[config.mk]
export PLATFORM = sky130hd
export DESIGN_NAME = multi_motor_pd_drive
export DESIGN_NICKNAME = d
export VERILOG_FILES = /design/src/rtl/mmpd_pkg.sv /design/src/rtl/multi_motor_pd_drive.sv
export SDC_FILE = /design/constraint.sdc
export NUM_CORES = 2
export LEC_CHECK = 0
export ABC_AREA = 1
export BUFFER_PORTS_ARGS = -buffer_cell sky130_fd_sc_hd__buf_2
export CAP_MARGIN = 15
export CORE_MARGIN = 1
export CORE_UTILIZATION = 41
export CTS_CLUSTER_DIAMETER = 40
export DETAILED_ROUTE_END_ITERATION = 6
export GPL_TIMING_DRIVEN = 1
export HOLD_SLACK_MARGIN = 0.02
export REMOVE_ABC_BUFFERS = 1
export SLEW_MARGIN = 20
export SYNTH_ARGS = -nofsm -noshare
export SYNTH_HDL_FRONTEND = slang
export SYNTH_SLANG_ARGS = --single-unit
export TNS_END_PERCENT = 100
[constraint.sdc]
create_clock -name clk_i -period 8.45 [get_ports clk_i]
set_input_delay 0.845 -clock clk_i [delete_from_list [all_inputs] [get_ports clk_i]]
set_output_delay 0.845 -clock clk_i [all_outputs]
set_load 0.01 [all_outputs]
[src/rtl/mmpd_pkg.sv]
// Shared constants for the multi-motor PD drive block.
package mmpd_pkg;

  localparam int unsigned MOTOR_COUNT = 4;

  localparam int unsigned CFG_IDX_W  = 3;
  localparam int unsigned CFG_DATA_W = 24;

  localparam logic [1:0] MODE_TARGET = 2'd0;
  localparam logic [1:0] MODE_UPDATE = 2'd1;
  localparam logic [1:0] MODE_DIRECT = 2'd2;

  localparam logic [CFG_IDX_W-1:0] CFG_KP        = 3'd0;
  localparam logic [CFG_IDX_W-1:0] CFG_KD        = 3'd1;
  localparam logic [CFG_IDX_W-1:0] CFG_MAX_SPEED = 3'd2;
  localparam logic [CFG_IDX_W-1:0] CFG_MIN_SPEED = 3'd3;
  localparam logic [CFG_IDX_W-1:0] CFG_DIR_INV   = 3'd4;

  localparam logic signed [23:0] KP_RESET        = 24'sd38400;
  localparam logic signed [23:0] KD_RESET        = -24'sd256;
  localparam logic [12:0]        MAX_SPEED_RESET = 13'd8000;
  localparam logic [12:0]        MIN_SPEED_RESET = 13'd3000;
  localparam logic [3:0]         DIR_INV_RESET   = 4'd10;

  // restoring divider: one quotient bit per cycle
  localparam int unsigned DIV_STEPS = 41;
  localparam int unsigned CNT_W     = 6;

endpackage

[src/rtl/multi_motor_pd_drive.sv]
// Four-motor PD position loop with drive shaping and PWM duty/direction output.
//
//  channel | direction | handshake             | word
//  --------+-----------+-----------------------+-----------------------------------
//  in      | input     | in_valid_i/in_stall_o | mode, motor, value, timestamp_us
//  out     | output    | out_valid_o/out_stall_i | motor_res, direction_level, duty, drive
//  cfg     | input     | cfg_we_i              | cfg_index_i, cfg_wdata_i
//
// Target write: stored, no result. Direct drive: sum, clamp, output steps. Update:
// Kp and Kd multiply on one shared 24x17 multiplier, 41-step bit-serial divider
// (skipped for zero elapsed time), sum, clamp, output. One word is in flight at a time.
// The next word is taken while a result waits in the output register.
// A stalled result holds the block in its last step until the register frees.
// Reset loads default gains, limits and inversion mask and zeroes all per-motor state.
module multi_motor_pd_drive (
  input  logic                                 clk_i,
  input  logic                                 rst_ni,
  input  logic                                 cfg_we_i,
  input  logic [mmpd_pkg::CFG_IDX_W-1:0]       cfg_index_i,
  input  logic [mmpd_pkg::CFG_DATA_W-1:0]      cfg_wdata_i,
  input  logic                                 in_valid_i,
  output logic                                 in_stall_o,
  input  logic [1:0]                           mode_i,
  input  logic [1:0]                           motor_i,
  input  logic signed [15:0]                   value_i,
  input  logic [31:0]                          timestamp_us_i,
  output logic                                 out_valid_o,
  input  logic                                 out_stall_i,
  output logic [1:0]                           motor_res_o,
  output logic                                 direction_level_o,
  output logic [12:0]                          duty_o,
  output logic signed [13:0]                   drive_o
);

  typedef enum logic [6:0] {
    ST_IDLE = 7'b0000001,
    ST_MULP = 7'b0000010,
    ST_MULD = 7'b0000100,
    ST_DIV  = 7'b0001000,
    ST_SUM  = 7'b0010000,
    ST_CLMP = 7'b0100000,
    ST_OUT  = 7'b1000000
  } state_e;

  state_e state_q, state_d;

  logic signed [23:0] kp_q, kd_q;
  logic [12:0]        max_speed_q, min_speed_q;
  logic [3:0]         dir_inv_q;

  logic signed [15:0] tgt_q   [mmpd_pkg::MOTOR_COUNT];
  logic signed [15:0] ppos_q  [mmpd_pkg::MOTOR_COUNT];
  logic [31:0]        ptime_q [mmpd_pkg::MOTOR_COUNT];

  logic [1:0]         motor_q;
  logic signed [16:0] err_q, delta_q;
  logic [31:0]        dt_q;
  logic signed [40:0] acc_q;
  logic [40:0]        num_q;
  logic               neg_q;
  logic [31:0]        rem_q;
  logic [mmpd_pkg::CNT_W-1:0] cnt_q;
  logic signed [43:0] s_q;
  logic signed [21:0] sc_q;

  logic               out_valid_q;
  logic [1:0]         motor_res_q;
  logic               dir_q;
  logic [12:0]        duty_q;
  logic signed [13:0] drive_q;

  logic in_acc, motor_ok, out_free;
  assign in_stall_o = (state_q != ST_IDLE);
  assign in_acc     = in_valid_i && !in_stall_o;
  assign motor_ok   = 32'(motor_i) < mmpd_pkg::MOTOR_COUNT;
  assign out_free   = !out_valid_q || !out_stall_i;

  // shared multiplier
  logic signed [23:0] mul_a;
  logic signed [16:0] mul_b;
  logic signed [40:0] prod;
  assign mul_a = (state_q == ST_MULP) ? kp_q  : kd_q;
  assign mul_b = (state_q == ST_MULP) ? err_q : delta_q;
  assign prod  = mul_a * mul_b;

  // divider step
  logic [32:0] trial, trial_sub;
  logic        qbit;
  assign trial     = {rem_q, num_q[40]};
  assign trial_sub = trial - {1'b0, dt_q};
  assign qbit      = !trial_sub[32];

  // sum
  logic signed [43:0] quo_ext, sum;
  assign quo_ext = neg_q ? -$signed({3'd0, num_q}) : $signed({3'd0, num_q});
  assign sum     = {{3{acc_q[40]}}, acc_q} + quo_ext;

  // inversion and clamp
  logic signed [43:0] s_inv, hi, s_clmp;
  assign s_inv = dir_inv_q[motor_q] ? -s_q : s_q;
  assign hi    = $signed({23'd0, max_speed_q, 8'd0});
  always_comb begin
    if (s_inv > hi) begin
      s_clmp = hi;
    end else if (s_inv < -hi) begin
      s_clmp = -hi;
    end else begin
      s_clmp = s_inv;
    end
  end

  // boost, truncation and duty
  logic signed [21:0] lo, sb, mag;
  logic signed [13:0] drv;
  logic signed [14:0] dsum;
  logic [12:0]        duty_n;
  logic               pos;
  assign lo = $signed({1'b0, min_speed_q, 8'd0});
  always_comb begin
    sb = sc_q;
    if (sc_q > 22'sd0 && sc_q < lo) begin
      sb = lo;
    end else if (sc_q < 22'sd0 && sc_q > -lo) begin
      sb = -lo;
    end
    mag  = -sb;
    drv  = sb[21] ? -14'(mag >>> 8) : 14'(sb >>> 8);
    pos  = (sb > 22'sd0);
    dsum = $signed({2'd0, max_speed_q}) + 15'(drv);
    if (pos) begin
      duty_n = drv[12:0];
    end else if (dsum[14]) begin
      duty_n = 13'd0;
    end else begin
      duty_n = dsum[12:0];
    end
  end

  always_comb begin
    state_d = state_q;
    unique case (state_q)
      ST_IDLE: begin
        if (in_acc && motor_ok) begin
          if (mode_i == mmpd_pkg::MODE_UPDATE) begin
            state_d = ST_MULP;
          end else if (mode_i == mmpd_pkg::MODE_DIRECT) begin
            state_d = ST_SUM;
          end
        end
      end
      ST_MULP: state_d = ST_MULD;
      ST_MULD: state_d = (dt_q == 32'd0) ? ST_SUM : ST_DIV;
      ST_DIV: begin
        if (cnt_q == mmpd_pkg::CNT_W'(mmpd_pkg::DIV_STEPS - 1)) begin
          state_d = ST_SUM;
        end
      end
      ST_SUM:  state_d = ST_CLMP;
      ST_CLMP: state_d = ST_OUT;
      ST_OUT: begin
        if (out_free) begin
          state_d = ST_IDLE;
        end
      end
      default: state_d = ST_IDLE;
    endcase
  end

  always_ff @(posedge clk_i or negedge rst_ni) begin
    if (!rst_ni) begin
      state_q     <= ST_IDLE;
      out_valid_q <= 1'b0;
      kp_q        <= mmpd_pkg::KP_RESET;
      kd_q        <= mmpd_pkg::KD_RESET;
      max_speed_q <= mmpd_pkg::MAX_SPEED_RESET;
      min_speed_q <= mmpd_pkg::MIN_SPEED_RESET;
      dir_inv_q   <= mmpd_pkg::DIR_INV_RESET;
      for (int i = 0; i < int'(mmpd_pkg::MOTOR_COUNT); i++) begin
        tgt_q[i]   <= '0;
        ppos_q[i]  <= '0;
        ptime_q[i] <= '0;
      end
    end else begin
      state_q <= state_d;
      if (state_q == ST_OUT && out_free) begin
        out_valid_q <= 1'b1;
      end else if (!out_stall_i) begin
        out_valid_q <= 1'b0;
      end
      if (cfg_we_i) begin
        unique case (cfg_index_i)
          mmpd_pkg::CFG_KP:        kp_q        <= $signed(cfg_wdata_i);
          mmpd_pkg::CFG_KD:        kd_q        <= $signed(cfg_wdata_i);
          mmpd_pkg::CFG_MAX_SPEED: max_speed_q <= cfg_wdata_i[12:0];
          mmpd_pkg::CFG_MIN_SPEED: min_speed_q <= cfg_wdata_i[12:0];
          mmpd_pkg::CFG_DIR_INV:   dir_inv_q   <= cfg_wdata_i[3:0];
          default: ;
        endcase
      end
      if (in_acc && motor_ok) begin
        if (mode_i == mmpd_pkg::MODE_TARGET) begin
          tgt_q[motor_i] <= value_i;
        end else if (mode_i == mmpd_pkg::MODE_UPDATE) begin
          ppos_q[motor_i]  <= value_i;
          ptime_q[motor_i] <= timestamp_us_i;
        end
      end
    end
  end

  always_ff @(posedge clk_i) begin
    unique case (state_q)
      ST_IDLE: begin
        motor_q <= motor_i;
        err_q   <= 17'(tgt_q[motor_i]) - 17'(value_i);
        delta_q <= 17'(value_i) - 17'(ppos_q[motor_i]);
        dt_q    <= timestamp_us_i - ptime_q[motor_i];
        acc_q   <= {{17{value_i[15]}}, value_i, 8'd0};
        num_q   <= '0;
        neg_q   <= 1'b0;
      end
      ST_MULP: acc_q <= prod;
      ST_MULD: begin
        neg_q <= prod[40];
        num_q <= (dt_q == 32'd0) ? 41'd0 : (prod[40] ? 41'(-prod) : 41'(prod));
        rem_q <= '0;
        cnt_q <= '0;
      end
      ST_DIV: begin
        rem_q <= qbit ? trial_sub[31:0] : trial[31:0];
        num_q <= {num_q[39:0], qbit};
        cnt_q <= cnt_q + 1'b1;
      end
      ST_SUM:  s_q  <= sum;
      ST_CLMP: sc_q <= s_clmp[21:0];
      ST_OUT: begin
        if (out_free) begin
          motor_res_q <= motor_q;
          dir_q       <= !pos;
          duty_q      <= duty_n;
          drive_q     <= drv;
        end
      end
      default: ;
    endcase
  end

  assign out_valid_o       = out_valid_q;
  assign motor_res_o       = motor_res_q;
  assign direction_level_o = dir_q;
  assign duty_o            = duty_q;
  assign drive_o           = drive_q;

endmodule

==> results summary <==
The wire length reported by the detailed router is 151000 um. The total of max-cap violations is 0. The synthesis-stage register bit count is 627. The die span in y came out at 362 um. In the final layout, the share of cells above drive strength 1 is 0.107. The first-pass detailed-route iteration total came out at 5. The overall global routing resource usage came out at 0.234. The critical path starts at state_q[0]. The async set or reset register ratio after synthesis is 0.545. The leftover overflow at the end of global routing came out at 0. The number of hold-slack violations in the final timing report came out at 0. The I/O pin count is 116. The maximum cell stage delay along the critical path came out at 0.58 ns. In this run the deepest clock path goes through 3 buffers.

The initial antenna violation count is 3. Entering global routing, the biggest net connects 161 pins. The kind of launch point of the worst setup path is a flop.

Final hold analysis gives a worst-case slack of 0.360 ns. TritonCTS built the clock tree. The library cell contributing the largest single delay on the critical path is sky130_fd_sc_hd__fa_1.

The final setup violation count is 0. The max-slew violation count came to 0. The worst slew margin relative to its limit is 0.268.

Ranked by total cell area, the synthesized netlist is headed by sky130_fd_sc_hd__edfxtp_1 16%, sky130_fd_sc_hd__fa_1 15%, sky130_fd_sc_hd__dfrtp_1 14%. On the critical path the largest part of the delay comes from adder cells. The count of buffers from port buffering is 115. The routed layout has 43900 vias. The transition time at the pin with the least slew margin came out at 1.09 ns.

Counting instances, the worst hold path has a depth of 1. The area of the mapped netlist came out at 53100 sq um. The clock-pin slew on the worst setup and hold paths is 0.06 ns.

Timing analysis after detailed placement gives a worst setup slack of -0.264 ns. From synthesis to final layout, the design area changed by 14.3%. The starting density of the core is 0.415. The worst register-to-register path has a setup slack of 0.40 ns. CTS placed an instance of sky130_fd_sc_hd__clkbuf_16 at the clock tree root. The H-tree was split into 3 levels. In this run, the number of DRC markers left after iteration 0 of detailed routing was 3275. The clock arrives with 0.0915 ns of skew. The number of buffers created by CTS came out at 102.

The global-route wire length before repair is 243000 um. The final critical-path required period is 8.05 ns. The number of placement rows is 131.

The min-delay analysis places its worst path in the category primary input to flop. The highest clock rate is 0.124 GHz. In the routed design, unresolved DRC markers number 0. The final net count is 7428. The remaining number of nets flagged by the antenna check after routing is 0. The top cell type by total area after synthesis is sky130_fd_sc_hd__edfxtp_1. The endpoint class of the critical path is a flop. The horizontal die dimension came out at 362 um. The met1 global-route usage came out at 0.321. The area of the die came out at 131000 sq um. The via count of the first global-routing pass came out at 43500. Of the post-synthesis cell area, the dominant cell type holds 0.161.

The post-layout worst setup margin came out at 0.405 ns. The met3 track demand over resource is 0.0365. The hold path endpoint is motor_q[0]. Setup repair after global routing could not meet its margin everywhere. At the worst endpoint, the required time is 8.95 ns.

The clock latency on the worst-skew pair came out at 0.76 ns. After detailed routing, the average wire length per cell comes to 18.0 um. The worst register-to-register path ends at num_q[29]. The placer's final routability congestion estimate came out at 0.947. The via count normalized by instance count came out at 5.21. The count of synthesis-stage warnings from yosys is 0. By startpoint and endpoint, the worst setup path is classified as flop to flop. In this run the most used layer during global routing was met2. Synthesis instantiated 64 different standard cells from the library.

The most used flip-flop cell after synthesis is sky130_fd_sc_hd__dfrtp_1. The worst reg2reg path depth came out at 34. The source of the worst hold timing path is motor_i[0]. The multi-input logic area came out at 31600 sq um.

In the synthesized netlist, the number of instances is 6402. The final worst-path cycle share is 0.952. Data arrives at the worst endpoint at 8.54 ns.

Among all cell types in the netlist, the one instantiated most often is sky130_fd_sc_hd__nand2_1. The met2 demand-to-capacity share in global routing came out at 0.379. The sum of net half-perimeters after detailed placement is 117000 um. The share of the yosys chip area belonging to registers is 0.323. The number of sinks driven by the clock tree is 627. The core area is 128000 sq um. Ranked by instance count, the synthesized netlist is headed by 1289 x sky130_fd_sc_hd__nand2_1, 1025 x sky130_fd_sc_hd__inv_1, 617 x sky130_fd_sc_hd__o21ai_0.

The layout filler cell count is 12500. The run finished with clean final reports. The number of antenna repair diodes came out at 0. In this run, synthesis inferred 285 flip-flops with an integrated enable. The average instance in the mapped netlist occupies 8.30 sq um.

The total buffers and inverters traversed by the critical path is 10. The biggest fanout along the worst timing path is 10. The worst reg2reg path startpoint is state_q[0]. The register cell area after layout is 17200 sq um.
-- through the flow --
stage	instances	area (sq um)	utilization	setup TNS, ns
6_report	8420	60700	0.474	0
5_1_grt	8420	60700	0.474	-0.0482
4_1_cts	8373	59900	0.468	0
3_5_place_dp	8176	56300	0.440	-2.49
3_3_place_gp	8176	56300	0.440	-0.704
2_1_floorplan	6203	52300	-	-103.62
-- final cells by class --
cell class,count,share of cell area
Sequential cell,627,0.283
Inverter,1065,0.0664
Timing Repair Buffer,294,0.0363
Tap cell,1729,0.0356
Clock buffer,117,0.0435
Multi-Input combinational cell,4511,0.521
Timing Repair inverter,1,0.000124
Clock inverter,76,0.0149
-- layout by cell type, fill, tap and decap left out, types with 51 or more instances in the layout --
master / instances
sky130_fd_sc_hd__nand2_1: 1279
sky130_fd_sc_hd__inv_1: 1012
sky130_fd_sc_hd__o21ai_0: 598
sky130_fd_sc_hd__nor2_1: 534
sky130_fd_sc_hd__fa_1: 402
sky130_fd_sc_hd__ha_1: 327
sky130_fd_sc_hd__dfrtp_1: 306
sky130_fd_sc_hd__edfxtp_1: 285
sky130_fd_sc_hd__a21oi_1: 278
sky130_fd_sc_hd__xor2_1: 185
sky130_fd_sc_hd__nand3_1: 160
sky130_fd_sc_hd__buf_4: 145
sky130_fd_sc_hd__buf_2: 114
sky130_fd_sc_hd__clkbuf_16: 104
sky130_fd_sc_hd__xnor2_1: 80
sky130_fd_sc_hd__nor3_1: 63
sky130_fd_sc_hd__a221oi_1: 51
-- kinds of logic (layout without fill, tap and decap cells) --
logic type,after synthesis,in the layout,synth area share
xor gates and xnor gates,269,269,0.0445
adders and majority gates,742,742,0.232
AOI/OAI and AO/OA,1232,1232,0.132
buffers and inverters,1264,1553,0.0902
and+or+nand+nor,2267,2267,0.178
muxes,1,1,0.000188
DFF,627,627,0.323
-- metal layers --
metal,vias to the layer above,share of wire
li1,21200,-
met1,21300,0.45
met2,1207,0.46
met3,245,0.058
met4,2,0.033
met5,-,0.000086
-- state kept, by name (all words and copies together), names as in the netlist, 32 cells and up --
name     flops
s_q         44
num_q       41
dt_q        32
acc_q       41
tgt_q       64
rem_q       32
ppos_q      64
ptime_q    128
-- timing repair --
action / in CTS / in global routing
endpoints found under the hold margin: 31 / 0
cloned: 0 / 3
endpoints found under the setup margin: 33 / 41
pin swaps: 0 / 8
gates resized for setup: 6 / 127
hold buffers: 1 / 0
buffers inserted: 3 / 44
-- worst max path at each step --
stage | to | slack, ns | depth (start not counted)
3_3_place_gp | num_q[38] | -0.21 | 39
4_1_cts | num_q[37] | 0.02 | 36
2_1_floorplan | num_q[22] | -2.27 | 31
3_5_place_dp | num_q[38] | -0.26 | 39
5_1_grt | num_q[39] | -0.02 | 40
6_report | num_q[29] | 0.40 | 34
Power is left out: the tool's default activity adds up to more than one toggle a clock period on the data nets, which glitch-free logic cannot reach.
